### src/rtl/slot_pool_merge_evict_top_macros.svh
// Assertion macros for the slot pool block.
// Used by slot_pool_merge_evict_top; no other dependencies.
`ifndef SLOT_POOL_MERGE_EVICT_TOP_MACROS_SVH
`define SLOT_POOL_MERGE_EVICT_TOP_MACROS_SVH
`ifndef SYNTHESIS
// Check that a condition implies another in the same cycle.
`define SPME_ASSERT_IMPLY(label, clk, rst_n, ante, cons) \
    label: assert property (@(posedge clk) disable iff (!rst_n) (ante) |-> (cons)) \
        else $error("spme assertion failed");
// Check that a condition implies another in the next cycle.
`define SPME_ASSERT_NEXT(label, clk, rst_n, ante, cons) \
    label: assert property (@(posedge clk) disable iff (!rst_n) (ante) |=> (cons)) \
        else $error("spme assertion failed");
`else
`define SPME_ASSERT_IMPLY(label, clk, rst_n, ante, cons)
`define SPME_ASSERT_NEXT(label, clk, rst_n, ante, cons)
`endif
`endif

### src/rtl/spme_ram.sv
// Generic simple dual-port RAM: one write port, one registered read port.
// No dependencies.
module spme_ram #(
    parameter int WIDTH = 8,
    parameter int DEPTH = 64
) (
    input  logic                     i_clk,
    input  logic                     i_we,
    input  logic [$clog2(DEPTH)-1:0] i_waddr,
    input  logic [WIDTH-1:0]         i_wdata,
    input  logic [$clog2(DEPTH)-1:0] i_raddr,
    output logic [WIDTH-1:0]         o_rdata
);
    logic [WIDTH-1:0] r_mem [DEPTH];

    // Write, then register the read word
    always_ff @(posedge i_clk) begin
        if (i_we) begin
            r_mem[i_waddr] <= i_wdata;
        end
        o_rdata <= r_mem[i_raddr];
    end
endmodule

### config.mk
export PLATFORM = sky130hd
export DESIGN_NAME = spme_ram
export DESIGN_NICKNAME = d
export VERILOG_FILES = /design/src/rtl/slot_pool_merge_evict_top_macros.svh /design/src/rtl/spme_ram.sv
export SDC_FILE = /design/constraint.sdc
export NUM_CORES = 1
export LEC_CHECK = 0
export BUFFER_PORTS_ARGS = -buffer_cell sky130_fd_sc_hd__buf_2
export CORE_ASPECT_RATIO = 0.6
export CORE_MARGIN = 1
export CORE_UTILIZATION = 40
export DETAILED_ROUTE_END_ITERATION = 8
export RECOVER_POWER = 100
export SYNTH_ARGS = -nofsm -noshare
export SYNTH_HDL_FRONTEND = slang
export SYNTH_SLANG_ARGS = --single-unit
### constraint.sdc
create_clock -name i_clk -period 6.15 [get_ports i_clk]
set_input_delay 1.845 -clock i_clk [delete_from_list [all_inputs] [get_ports i_clk]]
set_output_delay 1.845 -clock i_clk [all_outputs]
set_load 0.05 [all_outputs]
Word-level counts from Yosys, hierarchy flattened
Memories as Yosys holds them, arrays and structs flattened. A register that Yosys moved wholly into a read port is not among the register bits.
Index checks and enable logic that the tools add are counted.
{"block": "word_totals", "ram_bits": 512, "memories": 1, "inputBits": 22, "wordCells": 3, "reg_bits": 0, "output_inout_bits": 8}
{"name": "r_mem", "depth": 64, "word_bits": 8, "rd": 1, "rd_clocked_by_memory_dff": 1, "wr": 1, "line_no": "spme_ram.sv:14", "rtl": "logic [WIDTH-1:0] r_mem [DEPTH];"}
{"block": "op_classes", "muxes": 2}
{"operator": "$mux W1", "n": 2}

Longest topological paths before layout
{"block": "logic_depth", "ltp_word": 2, "ltp_mapped": 9, "ltp_nobuf": 5}

Least setup slack after synthesis
OpenSTA, ideal clock, no wires.
{"block": "synth_timing", "path_type": "input to register", "from": "input i_raddr[1]", "to": "register o_rdata[3] (read register of r_mem)", "setup_ns": 0.128, "path_buffers": 3, "cell_stages": 7, "required_ns": 6.022, "slack_ns": 2.637, "arrival_time_ns": 3.385, "cell_sequence": "buf_4 buf_2 buf_2 mux4_2 mux4_2 o21ai_1 o41ai_1"}
{"element": "start, declared", "line_no": "spme_ram.sv:11", "rtl": "input logic [$clog2(DEPTH)-1:0] i_raddr,"}
{"element": "end, declared", "line_no": "spme_ram.sv:12", "rtl": "output logic [WIDTH-1:0] o_rdata"}

==> impl_summary.md <==
STA
For the final routed database, the setup TNS stands at 0 ns. The fmax is ~220 MHz. Setup violations remaining at the end of the flow were counted as 0. The portion of the clock cycle consumed by the worst path in the final layout is between 70% and 80%. Clock skew on the completed layout was measured at 0.0138 ns.

The number of failing hold endpoints at the final stage is 0. In this run the tightest slew margin relative to its limit is -114%. The worst path in the final design needs a cycle of 4.47 ns, including I/O delays and setup.

The worst-margin pin slew is about 3.2 ns. Setup repair after global routing left no endpoint under its margin. The final-report max-slew violation count came to 566. The worst setup slack after layout is 1.68 ns.

Yosys
Sorting the synthesized cells by area gives the leading types as sky130_fd_sc_hd__edfxtp_1, sky130_fd_sc_hd__mux4_2, sky130_fd_sc_hd__nor2_1, sky130_fd_sc_hd__mux2i_1, sky130_fd_sc_hd__dfxtp_1. The top cell type by total area after synthesis is sky130_fd_sc_hd__edfxtp_1. Yosys mapped a number of flops with a built-in enable equal to slightly above 500. The post-synthesis net count is slightly below 1,000. The count of synthesis-stage warnings from yosys is 0. The dominant register cell in the synthesized netlist is sky130_fd_sc_hd__edfxtp_1. The flip-flop and latch count after synthesis is between 500 and 600. After synthesis the cells add up to roughly 20,000 um2. The number of distinct standard cells referenced by the synthesized netlist is 40. The per-instance average area after synthesis is between 20 and 25 um2. In the synthesized netlist the async set-or-reset flop fraction comes to 0%. In this run the biggest area consumer among cell types represents approximately 76% of the synthesized area. Synthesis produced 940 cells.

Summing the sequential cell areas from Yosys gives around 77% of the chip area.

Clock network
The later pin in the worst-skew pair is clocked with a latency of approximately 0.57 ns. The clock slew at the register clock pins of the worst setup and hold paths is ~0.07 ns. The library cell used as clock root buffer is sky130_fd_sc_hd__clkbuf_16. The number of buffers added for setup after CTS is 0. The clock tree from TritonCTS is built. The number of gates resized after CTS is 0. The H-tree level count is 2.

The number of buffers created by CTS is 46. The number of buffers inserted for hold repair after clock tree synthesis is 0. The tree built by TritonCTS fans out to 520 sinks. The deepest clock path buffer count is 3.

Power
The power per standard cell area is ~320 nW/um2. The total power after layout is between 7 and 8 mW. The worst ir drop on vdd is approximately 0.00017 V. The leakage power figure is ~6.8 nW.

Setup path
The category of the worst setup path capture point is a flop. Data on the critical path is required at its endpoint by about 6.6 ns. By startpoint and endpoint, the worst setup path is classified as in -> reg. The end of the worst register-to-register path is o_rdata[0]. The worst reg-to-reg setup slack is 4.09 ns. The worst register-to-register path begins at r_mem[11][0]. The arrival time reported for the critical path endpoint is just under 5 ns.

The nature of the critical path startpoint is an input port. The highest fanout seen on the critical path is 46. The number of cells on the worst reg-to-reg path is 5.

Placement
The final RePlAce weighted congestion is between 0.7 and 0.8. After legalization and detailed placement, the total HPWL measured ~29,000 um. Port buffering added 29 buffers. The worst setup slack after placement is about 1.6 ns.

Hold path
The instance count along the most critical hold path is 4. The worst hold path terminates at o_rdata[1]. The type of the most critical hold path is reg -> reg. The launch point of the worst hold path is r_mem[18][1].

Cells and area
The fill cell total of the finished layout is 4,127. The post-route netlist has approximately 22% of its cells at a drive strength greater than 1. The net total in the final layout is ~1,000. The growth of design area from synthesis to finish is 11.0%.

Routing
The total wire length is 47,500 um. The number of DRC violations after detailed routing is 0. In the final routed layout, each cell accounts on average for roughly 28 um.

Using the TritonRoute via totals, the vias-per-cell ratio works out to around 5.8. For this run, the detailed router's first-pass iteration total came to 5. The detailed router finished its first iteration with 1,274 violations. The antenna violation net count after detailed routing is 0. The detailed router placed 9,686 vias in this run.

Global routing
The via count of the first global-routing pass came to roughly 9,700. The first global-routing pass estimated ~70,000 um of wire. The initial antenna violation count was 2. For this run the aggregate overflow at the end of global routing stands at 0. The overall fraction of global-route tracks in use is between 10% and 20%.

The pin count of the biggest net entering global routing is 65.

Run status
The checks that failed: capacitance limit, slew limit. The flow ran to the end, but the final reports show violations.

Floorplan
The die is around 180 um tall. The boundary pin count is 30. The area of the core region is a little under 50,000 um2. The area of the die is just over 50,000 um2.

The row count is between 60 and 70. The starting density of the core is a little over 40%. The floorplan step set the die width to between 200 and 300 um.

Run
The tool flagged a number of max-cap violations equal to 9.
flip-flops by register name, indices dropped and copies added (netlist names):
register / count
o_rdata: 8
r_mem: 512
through the flow:
stage / instance area [um2] / hold slack, ns / cells / util, %
floorplan: 20200 / 0.718 / 940 / -
global placement: 21000 / 0.776 / 1585 / 42.3
detailed placement: 21000 / 0.795 / 1585 / 42.3
CTS: 22400 / 0.800 / 1668 / 45.2
global route: 22400 / 0.845 / 1668 / 45.1
finish: 22400 / 0.799 / 1669 / 45.1
final cells by class:
| cell class | count | area (um2) | area share [%] |
|---|---|---|---|
| multi-input cells | 369 | 4320 | 19.3 |
| flip-flops and latches | 520 | 15500 | 69.4 |
| clock buffers | 66 | 1310 | 5.85 |
| well taps | 650 | 813 | 3.63 |
| diodes | 1 | 2.50 | 0.0112 |
| repair buffers | 46 | 278 | 1.24 |
| clock inverters | 17 | 128 | 0.570 |
power by group:
group / switching [mW] / total [mW] / internal (mW)
clock: 1.26 / 2.82 / 1.56
sequential: 0.0130 / 3.94 / 3.93
combinational: 0.253 / 0.383 / 0.131
total: 1.53 / 7.15 / 5.62
Yosys cell counts, types with 4 or more instances:
cell	count
sky130_fd_sc_hd__edfxtp_1	512
sky130_fd_sc_hd__mux2i_1	23
sky130_fd_sc_hd__buf_2	11
sky130_fd_sc_hd__nand2b_1	7
sky130_fd_sc_hd__o22ai_1	8
sky130_fd_sc_hd__buf_6	4
sky130_fd_sc_hd__nand2_1	19
sky130_fd_sc_hd__dfxtp_1	8
sky130_fd_sc_hd__o221ai_1	8
sky130_fd_sc_hd__a211oi_1	4
sky130_fd_sc_hd__nor2b_1	14
sky130_fd_sc_hd__mux4_2	126
sky130_fd_sc_hd__a221oi_1	6
sky130_fd_sc_hd__nor2_1	83
sky130_fd_sc_hd__nand3_1	13
sky130_fd_sc_hd__buf_1	4
sky130_fd_sc_hd__nor3_1	7
sky130_fd_sc_hd__clkbuf_1	17
sky130_fd_sc_hd__buf_4	13
sky130_fd_sc_hd__mux2_2	13
routing by layer:
layer | vias up | track usage (%) | part of all wire (%)
met2 | 423 | 25.8 | 42
met4 | 0 | 3.66 | 1.5
met1 | 5190 | 30.7 | 48
met3 | 53 | 4.62 | 9.0
met5 | - | 0 | 0
li1 | 4020 | - | -
worst max-delay path, stage by stage:
cell and delay [ns]:
sky130_fd_sc_hd__clkbuf_2 1.22, sky130_fd_sc_hd__mux4_2 0.51, sky130_fd_sc_hd__mux4_2 0.25, sky130_fd_sc_hd__nor2_1 0.07
sky130_fd_sc_hd__nor3_1 0.80, sky130_fd_sc_hd__o2bb2ai_1 0.18
worst max-delay path by stage:
stage	startpoint	endpoint	cells past startpoint
2_1_floorplan	i_raddr[1]	o_rdata[3]	7
3_3_place_gp	i_raddr[0]	o_rdata[6]	7
3_5_place_dp	i_raddr[0]	o_rdata[6]	7
4_1_cts	i_raddr[0]	o_rdata[6]	7
5_1_grt	i_raddr[1]	o_rdata[0]	6
6_report	i_raddr[1]	o_rdata[0]	6
cell families after synthesis:
group                  count (synthesis)  share of synthesized area (%)
and+or+nand+nor                      153                           3.39
AOI/OAI and AO/OA                     54                           2.07
muxes                                162                           15.9
buffers and inverters                 51                           1.57
DFF                                  520                           77.0
layout by cell type, fill, tap and decap left out, drive strengths merged, types with 8 or more instances in the layout:
cell    count
mux2i      23
o221ai      8
mux2       13
mux4      126
edfxtp    512
nand3      13
buf        23
o22ai       8
clkbuf     89
dfxtp       8
clkinv     13
nor2b      14
nor2       83
nand2      19
Power figures use the tool's default switching activity.
